--- config.mk ---
export PLATFORM = sky130hd
export DESIGN_NAME = fragment_depth_texture_blend
export DESIGN_NICKNAME = d
export VERILOG_FILES = /design/src/hw/rtl/fdtb_pkg.sv /design/src/hw/rtl/fragment_depth_texture_blend.sv
export VERILOG_INCLUDE_DIRS = /design/src /design/src/hw/rtl
export SDC_FILE = /design/constraint.sdc
export NUM_CORES = 2
export LEC_CHECK = 0
export ABC_AREA = 1
export BUFFER_PORTS_ARGS = -buffer_cell sky130_fd_sc_hd__buf_2
export CORE_ASPECT_RATIO = 0.9
export CORE_MARGIN = 5
export CORE_UTILIZATION = 55
export DETAILED_ROUTE_END_ITERATION = 8
export HOLD_SLACK_MARGIN = 0.15
export PLACE_DENSITY = 0.76
export SYNTH_ARGS = -nofsm -noshare
export SYNTH_HDL_FRONTEND = slang
export SYNTH_SLANG_ARGS = --single-unit
--- constraint.sdc ---
create_clock -name clk -period 9.2 [get_ports clk]
set_clock_uncertainty 0.15 [all_clocks]
set_input_delay 0.92 -clock clk [delete_from_list [all_inputs] [get_ports clk]]
set_output_delay 0.92 -clock clk [all_outputs]
set_load 0.05 [all_outputs]
--- src/hw/rtl/fragment_depth_texture_blend_defines.svh ---
// Assertion macros for the fragment pipeline
`ifndef FRAGMENT_DEPTH_TEXTURE_BLEND_DEFINES_SVH
`define FRAGMENT_DEPTH_TEXTURE_BLEND_DEFINES_SVH

// Same-cycle implication, sampled on clk, off during reset
`define FDTB_ASSERT_NOW(label, ante, cons, msg) \
    label: assert property (@(posedge clk) disable iff (!rst_n) (ante) |-> (cons)) \
        else $error(msg);

// Next-cycle implication, sampled on clk, off during reset
`define FDTB_ASSERT_NEXT(label, ante, cons, msg) \
    label: assert property (@(posedge clk) disable iff (!rst_n) (ante) |=> (cons)) \
        else $error(msg);

`endif

--- src/hw/rtl/fdtb_pkg.sv ---
`timescale 1ns / 1ps

package fdtb_pkg;

    // Depth test codes
    localparam logic [2:0] DM_NEVER    = 3'd0;
    localparam logic [2:0] DM_LESS     = 3'd1;
    localparam logic [2:0] DM_EQUAL    = 3'd2;
    localparam logic [2:0] DM_LEQUAL   = 3'd3;
    localparam logic [2:0] DM_GREATER  = 3'd4;
    localparam logic [2:0] DM_NOTEQUAL = 3'd5;
    localparam logic [2:0] DM_GEQUAL   = 3'd6;
    localparam logic [2:0] DM_ALWAYS   = 3'd7;

    // Configuration register indexes
    localparam logic [1:0] CFG_DEPTH_MODE   = 2'd0;
    localparam logic [1:0] CFG_BLEND_ENABLE = 2'd1;
    localparam logic [1:0] CFG_TEXTURE_MASK = 2'd2;

    // Texel inputs present on the ports
    localparam int TEXEL_PORTS = 2;

    // One fragment in flight
    typedef struct packed {
        logic                           pass;
        logic [31:0]                    colour;
        logic [31:0]                    dest;
        logic signed [31:0]             src_depth;
        logic signed [31:0]             dest_depth;
        logic [TEXEL_PORTS-1:0][31:0]   texel;
    } frag_t;

    // Depth comparison, src OP dest, signed
    function automatic logic depth_pass(input logic [2:0] mode,
                                        input logic signed [31:0] s,
                                        input logic signed [31:0] d);
        logic r;
        unique case (mode)
            DM_NEVER:    r = 1'b0;
            DM_LESS:     r = (s < d);
            DM_EQUAL:    r = (s == d);
            DM_LEQUAL:   r = (s <= d);
            DM_GREATER:  r = (s > d);
            DM_NOTEQUAL: r = (s != d);
            DM_GEQUAL:   r = (s >= d);
            DM_ALWAYS:   r = 1'b1;
            default:     r = 1'b1;
        endcase
        return r;
    endfunction

    // Channelwise (c*t)>>8
    function automatic logic [31:0] modulate(input logic [31:0] c, input logic [31:0] t);
        logic [31:0] r;
        logic [15:0] p;
        r = '0;
        for (int k = 0; k < 4; k++) begin
            p = c[k*8 +: 8] * t[k*8 +: 8];
            r[k*8 +: 8] = p[15:8];
        end
        return r;
    endfunction

    // Alpha blend of source over stored colour
    function automatic logic [31:0] blend(input logic [31:0] src, input logic [31:0] dst);
        logic [31:0] r;
        logic [7:0]  a;
        logic [7:0]  ia;
        logic [16:0] sum;
        a  = src[31:24];
        ia = 8'hFF - a;
        for (int k = 0; k < 3; k++) begin
            sum = 17'(dst[k*8 +: 8] * ia) + 17'(src[k*8 +: 8] * a);
            r[k*8 +: 8] = sum[15:8];
        end
        sum = 17'(dst[31:24] * ia) + {1'b0, a, 8'h00};
        r[31:24] = sum[15:8];
        return r;
    endfunction

endpackage

--- src/hw/rtl/fragment_depth_texture_blend.sv ---
`timescale 1ns / 1ps
`include "fragment_depth_texture_blend_defines.svh"

// Fragment depth test, texture modulation and alpha blend. One fragment is
// taken per clock while in_ready is high. Its result passes through one
// register stage for the depth compare, loaded at the accepting edge, one
// per texture unit (capped at TEXEL_PORTS) for its channel multiplies, and
// the output register, which holds the blend multiply-add. Each stage
// moves on when the one after it is empty or moving, so a stall on the
// output side fills the bubbles first and then holds every stage; in_ready
// falls only when all stages are full.
// Configuration writes are taken in any cycle (cfg_ready is always high)
// and must be issued only while no fragment is in flight.
module fragment_depth_texture_blend #(
    parameter int TEXTURE_UNITS = 2
) (
    input  logic               clk,
    input  logic               rst_n,
    // fragment input
    input  logic               in_valid,
    output logic               in_ready,
    input  logic [31:0]        src_rgba,
    input  logic signed [31:0] src_depth,
    input  logic [31:0]        dest_rgba,
    input  logic signed [31:0] dest_depth,
    input  logic [31:0]        texel_zero,
    input  logic [31:0]        texel_one,
    // result output
    output logic               out_valid,
    input  logic               out_ready,
    output logic               write_enable,
    output logic [31:0]        out_rgba,
    output logic signed [31:0] out_depth,
    // configuration writes
    input  logic               cfg_valid,
    output logic               cfg_ready,
    input  logic [1:0]         cfg_index,
    input  logic [31:0]        cfg_data
);

    // Modulation stages actually built
    localparam int NUM_MOD = (TEXTURE_UNITS < fdtb_pkg::TEXEL_PORTS) ?
                             TEXTURE_UNITS : fdtb_pkg::TEXEL_PORTS;

    logic [2:0] depth_mode_reg;
    logic       blend_enable_reg;
    logic [1:0] texture_mask_reg;

    fdtb_pkg::frag_t          pipe_reg  [NUM_MOD+1];
    logic [NUM_MOD:0]         valid_reg;
    logic [NUM_MOD+1:0]       stage_ready;
    logic                     out_valid_reg;
    logic                     out_we_reg;
    logic [31:0]              out_rgba_reg;
    logic signed [31:0]       out_depth_reg;
    fdtb_pkg::frag_t          frag_next;
    logic [31:0]              blend_next;

    // Configuration registers
    assign cfg_ready = 1'b1;

    always_ff @(posedge clk or negedge rst_n)
    begin
        if (!rst_n)
        begin
            depth_mode_reg   <= fdtb_pkg::DM_LESS;
            blend_enable_reg <= 1'b0;
            texture_mask_reg <= 2'b00;
        end
        else if (cfg_valid)
        begin
            unique case (cfg_index)
                fdtb_pkg::CFG_DEPTH_MODE:   depth_mode_reg   <= cfg_data[2:0];
                fdtb_pkg::CFG_BLEND_ENABLE: blend_enable_reg <= cfg_data[0];
                fdtb_pkg::CFG_TEXTURE_MASK: texture_mask_reg <= cfg_data[1:0];
                default: ;
            endcase
        end
    end

    // Ready chain, output end first
    assign stage_ready[NUM_MOD+1] = !out_valid_reg || out_ready;

    for (genvar k = 0; k <= NUM_MOD; k++) begin : g_ready
        assign stage_ready[k] = !valid_reg[k] || stage_ready[k+1];
    end

    assign in_ready = stage_ready[0];

    // Stage 0: depth compare
    always_comb
    begin
        frag_next.pass       = fdtb_pkg::depth_pass(depth_mode_reg, src_depth, dest_depth);
        frag_next.colour     = src_rgba;
        frag_next.dest       = dest_rgba;
        frag_next.src_depth  = src_depth;
        frag_next.dest_depth = dest_depth;
        frag_next.texel[0]   = texel_zero;
        frag_next.texel[1]   = texel_one;
    end

    always_ff @(posedge clk or negedge rst_n)
    begin
        if (!rst_n)
            valid_reg[0] <= 1'b0;
        else if (stage_ready[0])
            valid_reg[0] <= in_valid;
    end

    always_ff @(posedge clk)
    begin
        if (stage_ready[0] && in_valid)
            pipe_reg[0] <= frag_next;
    end

    // One stage per texture unit, capped at TEXEL_PORTS
    for (genvar m = 0; m < NUM_MOD; m++) begin : g_mod
        fdtb_pkg::frag_t mod_next;

        always_comb
        begin
            mod_next = pipe_reg[m];
            if (pipe_reg[m].pass && texture_mask_reg[m])
                mod_next.colour = fdtb_pkg::modulate(pipe_reg[m].colour,
                                                     pipe_reg[m].texel[m]);
        end

        always_ff @(posedge clk or negedge rst_n)
        begin
            if (!rst_n)
                valid_reg[m+1] <= 1'b0;
            else if (stage_ready[m+1])
                valid_reg[m+1] <= valid_reg[m];
        end

        always_ff @(posedge clk)
        begin
            if (stage_ready[m+1] && valid_reg[m])
                pipe_reg[m+1] <= mod_next;
        end
    end

    // Output stage: blend or overwrite, pass-through on failed test
    assign blend_next = fdtb_pkg::blend(pipe_reg[NUM_MOD].colour, pipe_reg[NUM_MOD].dest);

    always_ff @(posedge clk or negedge rst_n)
    begin
        if (!rst_n)
            out_valid_reg <= 1'b0;
        else if (stage_ready[NUM_MOD+1])
            out_valid_reg <= valid_reg[NUM_MOD];
    end

    always_ff @(posedge clk)
    begin
        if (stage_ready[NUM_MOD+1] && valid_reg[NUM_MOD])
        begin
            out_we_reg <= pipe_reg[NUM_MOD].pass;
            if (!pipe_reg[NUM_MOD].pass)
            begin
                out_rgba_reg  <= pipe_reg[NUM_MOD].dest;
                out_depth_reg <= pipe_reg[NUM_MOD].dest_depth;
            end
            else
            begin
                out_rgba_reg  <= blend_enable_reg ? blend_next : pipe_reg[NUM_MOD].colour;
                out_depth_reg <= pipe_reg[NUM_MOD].src_depth;
            end
        end
    end

    assign out_valid    = out_valid_reg;
    assign write_enable = out_we_reg;
    assign out_rgba     = out_rgba_reg;
    assign out_depth    = out_depth_reg;

    // Input is held back only when every stage is occupied
    `FDTB_ASSERT_NOW(a_full_when_blocked, !in_ready, (&valid_reg) && out_valid_reg,
                     "input stalled with a bubble in the pipeline")

    // A fragment waiting in the last stage is neither lost nor altered
    `FDTB_ASSERT_NEXT(a_last_stage_holds,
                      valid_reg[NUM_MOD] && !stage_ready[NUM_MOD+1],
                      valid_reg[NUM_MOD] && $stable(pipe_reg[NUM_MOD]),
                      "stalled fragment dropped or changed")

    // Entry stage holds under back-pressure
    `FDTB_ASSERT_NEXT(a_entry_holds, valid_reg[0] && !stage_ready[1],
                      valid_reg[0] && $stable(pipe_reg[0]),
                      "entry stage lost a fragment under stall")

endmodule

After elaboration in Yosys (flattened, before gate mapping)
Memory sizes are Yosys's and may differ from the RTL's. Cells that the tools add are included.

Output and inout port bits: 68. Input port bits: 231. Register bits: 75. Memory bits (writable): 579. Memories: 1.

Memory list: pipe_reg (words 3, width 193, read ports 3, clocked after memory_dff 0, wr ports 3, RTL line fragment_depth_texture_blend.sv:49) `fdtb_pkg::frag_t pipe_reg [NUM_MOD+1];`.

Muxes and demuxes: 12. Order comparisons: 4. Add/sub/neg operators: 5. $mul: 15. Equal/unequal tests: 11. Reduce and logical (&&, ||, !) cells: 19.

Operator list (count): 8-bit by 8-bit multiplier with 16-bit output (15); 32-bit two-way mux (5); 16-bit adder (4); 32-bit == test (1); 32-bit >= comparator (1); 32-bit > comparator (1); 32-bit <= comparator (1); 32-bit < comparator (1); 32-bit inequality test (1); 3-bit == test (second input constant) (4); 1-bit one-hot mux with 8 select lines (1); 8-bit subtractor (first input constant) (1); 3-bit by 2-bit == test with 1-bit output (second input constant) (2); 1-bit logical AND (6); 1-bit two-way mux (6); 2-bit AND reduction (3); 1-bit zero test (4); 1-bit logical OR (4); 3-bit by 1-bit == test with 1-bit output (second input constant) (1); 3-bit zero test (1); 2-bit by 1-bit == test with 1-bit output (second input constant) (1); 2-bit == test (second input constant) (1); 2-bit zero test (1).

Logic depth before layout (Yosys ltp)
Depth in word-level cells: 8. Gate-level depth with buffers: 28.

Worst setup path after synthesis
OpenSTA, ideal clock, no wires.

Kind: input to register. Start point: input out_ready. End point: memory pipe_reg[0][0] (netlist name), enable pin. Path slack: -1062 ps. Data arrival time: 9359 ps. Buffers on the path: 0. Stages: 8. Library setup time: 754 ps. Required time: 8296 ps. Cells stage by stage: nor2_1 inv_1 nor2_1 inv_1 nor2_1 inv_1 nor2_1 nor2_1.

RTL lines: start, declared (RTL line fragment_depth_texture_blend.sv:30) `input logic out_ready,`; end, declared (RTL line fragment_depth_texture_blend.sv:49).

==> impl_metrics.tcl <==
set metrics [dict create \
    outcome "finished clean" \
    max_freq_mhz 142.9 \
    report.final.slew_viol_count 0 \
    area_growth_syn_to_layout_pct 8.504 \
    core_sq_mm 0.09284 \
    clk_transition_reported_paths_ns 0.07 \
    setup_viol 0 \
    reg2reg_from "pipe_reg[0][577]$_DFFE_PP_" \
    cts_buffer_depth 3 \
    worst_pin_slew_ns 1.088 \
    final_layout_size_suffix_gt1_frac 0.07599 \
    worst_hold_launch "texel_zero[26]" \
    grt_first_pass_wirelength_mm 194.6 \
    critPathCaptureType "flop" \
    die_width_um 332.2 \
    maxSlewHeadroom 0.2746 \
    cts_sinks 558 \
    setup_repair_after_global_routing_missed_its_margin "no" \
    placement.io_buffers 268 \
    timing.critical_path.arrival_ns 7.15 \
    groute.usage.overall 0.2399 \
    synth_area_sq_mm 0.05139 \
    post-route-drc-count 0 \
    post_synth.cell_area_avg_sq_um 9.172 \
    synthCells 5603 \
    clock_insertion_delay_worst_skew_ns 0.68 \
    worstPathRequired_ns 9.35 \
    via_count_of_the_first_global_routing_pass 38330 \
    timing_worst_setup_path_type "flop to flop" \
    synth_net_count 6952 \
    cts_root_buf "clkbuf_16" \
    gp_congestion 0.9074 \
    crit_fanout 40 \
    post_synth_num_cell_types 50 \
    cts_tree "built" \
    num-nets-final 7087 \
    routedWlPerCell_um 16.61 \
    flip_flop_count_of_the_largest_register_all_copies_and_words_added 483 \
    portion_of_the_clock_cycle_consumed_by_the_worst_path_in_the_final_layout 0.7605 \
    drv_cap 0 \
    drt_pass1_iterations 5 \
    total_congestion_overflow_after_global_routing 0 \
    grt_max_degree 84 \
    via_count 36330 \
    hpwl_mm 89.06 \
    die-area_sq_mm 0.09966 \
    synth-seq-area-share 0.3251 \
    detail-route-antenna-nets 0 \
    viasPerCell 5.161 \
    ys_ff_latch 558 \
    launch_point_of_the_critical_path "pipe_reg[0][577]$_DFFE_PP_" \
    layout_min_cycle_time_ns 6.996 \
    floorplan.initialDensity 0.5536 \
    io-pin-count 299 \
    tns_ns 0 \
    die_height_um 300.0 \
    postRouteWirelength_mm 117.0 \
    htree_levels 2 \
    synth_warnings 0 \
    row_count 106 \
    antenna_violations_before_repair 10 \
    hold_path_class "input pin to flop" \
    cts_buffers 60 \
    drtIter0Drc 2846 \
    final_hold_violation_count 0 \
    crit_path_start_kind "flop" \
]
[per-layer routing]
layer	part of all wire	vias to the layer above	global-route usage
met5	0	-	0
met4	0.030	0	0.06872
met3	0.065	213	0.03525
met2	0.49	1146	0.4159
met1	0.41	17660	0.3177
li1	-	17310	-
[metrics by stage]
| stage | utilization | cell area [sq um] | hold WS (ns) | setup slack [ns] | std cells |
|---|---|---|---|---|---|
| 2_1_floorplan | - | 51390 | 0.2503 | 2.304 | 5603 |
| 3_3_place_gp | 0.5776 | 53620 | 0.2503 | 2.392 | 6917 |
| 3_5_place_dp | 0.5776 | 53620 | 0.2545 | 2.280 | 6917 |
| 4_1_cts | 0.6004 | 55740 | 0.2024 | 2.266 | 7032 |
| 5_1_grt | 0.6006 | 55760 | 0.2175 | 1.854 | 7040 |
| 6_report | 0.6006 | 55760 | 0.2591 | 2.204 | 7040 |
[what timing repair did]
action,CTS,global route
endpoints found under the hold margin,9,0
setup buffers,0,0
setup endpoints to repair,0,0
hold buffers,1,0
resized for setup,0,0
[cells in the final DEF, fill, tap and decap left out, types with 60 or more instances in the layout]
cell       netlist  final
inv_1         1427   1424
nand2_1       1333   1333
fa_1           606    606
edfxtp_1       548    548
ha_1           512    512
nor2_1         284    282
buf_2           12    268
nand3_1        146    146
a21oi_1        145    145
o21ai_0        104    104
clkbuf_16        0     60
[critical path, stage by stage, from the launching register on]
cell and delay [ns]:
edfxtp_1 0.32, buf_4 0.44, clkinv_1 0.93, nand2_1 0.38, fa_1 0.46, fa_1 0.51, inv_1 0.05, fa_1 0.54
fa_1 0.43, fa_1 0.50, inv_1 0.05, fa_1 0.47, inv_1 0.06, ha_1 0.31, a21oi_1 0.19, o21ai_0 0.09
a21oi_1 0.27, nor2_1 0.07, o221ai_1 0.18, o21ai_0 0.23
[kinds of logic after synthesis]
logic type / Yosys count / synth area share
AOI/OAI and AO/OA: 376 / 0.04207
other: 1 / 0.00007297
xor gates and xnor gates: 42 / 0.007158
buffers and inverters: 1655 / 0.1215
DFF: 558 / 0.3251
and+or+nand+nor: 1853 / 0.1434
adders and majority gates: 1118 / 0.3607
[path summary, 6_finish.rpt]
check                           cells past startpoint                       endpoint  slack (ns)
worst max-delay path                               19         out_rgba[18]$_DFFE_PP_        2.20
worst min-delay path                                1      pipe_reg[0][26]$_DFFE_PP_        0.26
worst max register to register                     19         out_rgba[18]$_DFFE_PP_        2.20
worst min register to register                      0     pipe_reg[0][289]$_DFFE_PP_        0.26
max in group asynchronous                           2  depth_mode_reg[0]$_DFFE_PN1P_        8.11
min in group asynchronous                           2  depth_mode_reg[2]$_DFFE_PN0P_        0.53
[Yosys cell counts (all sizes together)]
| library cell | number | area [sq um] |
|---|---|---|
| a211oi | 9 | 67.56 |
| dfrtp | 9 | 225.2 |
| and3 | 1 | 6.260 |
| nand2 | 1338 | 5035 |
| inv | 1436 | 5390 |
| nand4 | 27 | 175.2 |
| a21oi | 148 | 752.0 |
| o211ai | 12 | 90.09 |
| nand3b | 12 | 90.09 |
| o21ai | 122 | 621.9 |
| fa | 606 | 12130 |
| xor2 | 17 | 148.9 |
| o31ai | 1 | 7.510 |
| nor2 | 291 | 1110 |
| clkinv | 2 | 7.510 |
| edfxtp | 548 | 16460 |
| buf | 28 | 135.1 |
| o21bai | 14 | 131.4 |
| or2 | 9 | 56.30 |
| nand3 | 147 | 740.7 |
| conb | 1 | 3.750 |
| a21o | 15 | 112.6 |
| ha | 512 | 6406 |
| nor3 | 25 | 135.1 |
| a221oi | 8 | 70.07 |
| dfstp | 1 | 26.28 |
| clkbuf | 189 | 711.9 |
| o22ai | 9 | 56.30 |
| o221ai | 3 | 26.28 |
| nor3b | 1 | 7.510 |
| nor4 | 2 | 12.51 |
| xnor2 | 25 | 219.0 |
| o21a | 6 | 45.04 |
| a31oi | 29 | 181.4 |
[layout make-up]
class                   instances  area, sq um
fillers                      7872        37080
multi-input cells            3390        28450
flip-flops and latches        558        16710
inverters                    1438         5408
well taps                    1242         1554
clock buffers                  63         1513
repair buffers                290         1509
clock inverters                51        596.8
diodes                          8        20.02
Power is not shown: default switching activity piles up to over one toggle a cycle in this logic, so the estimate is an artifact.
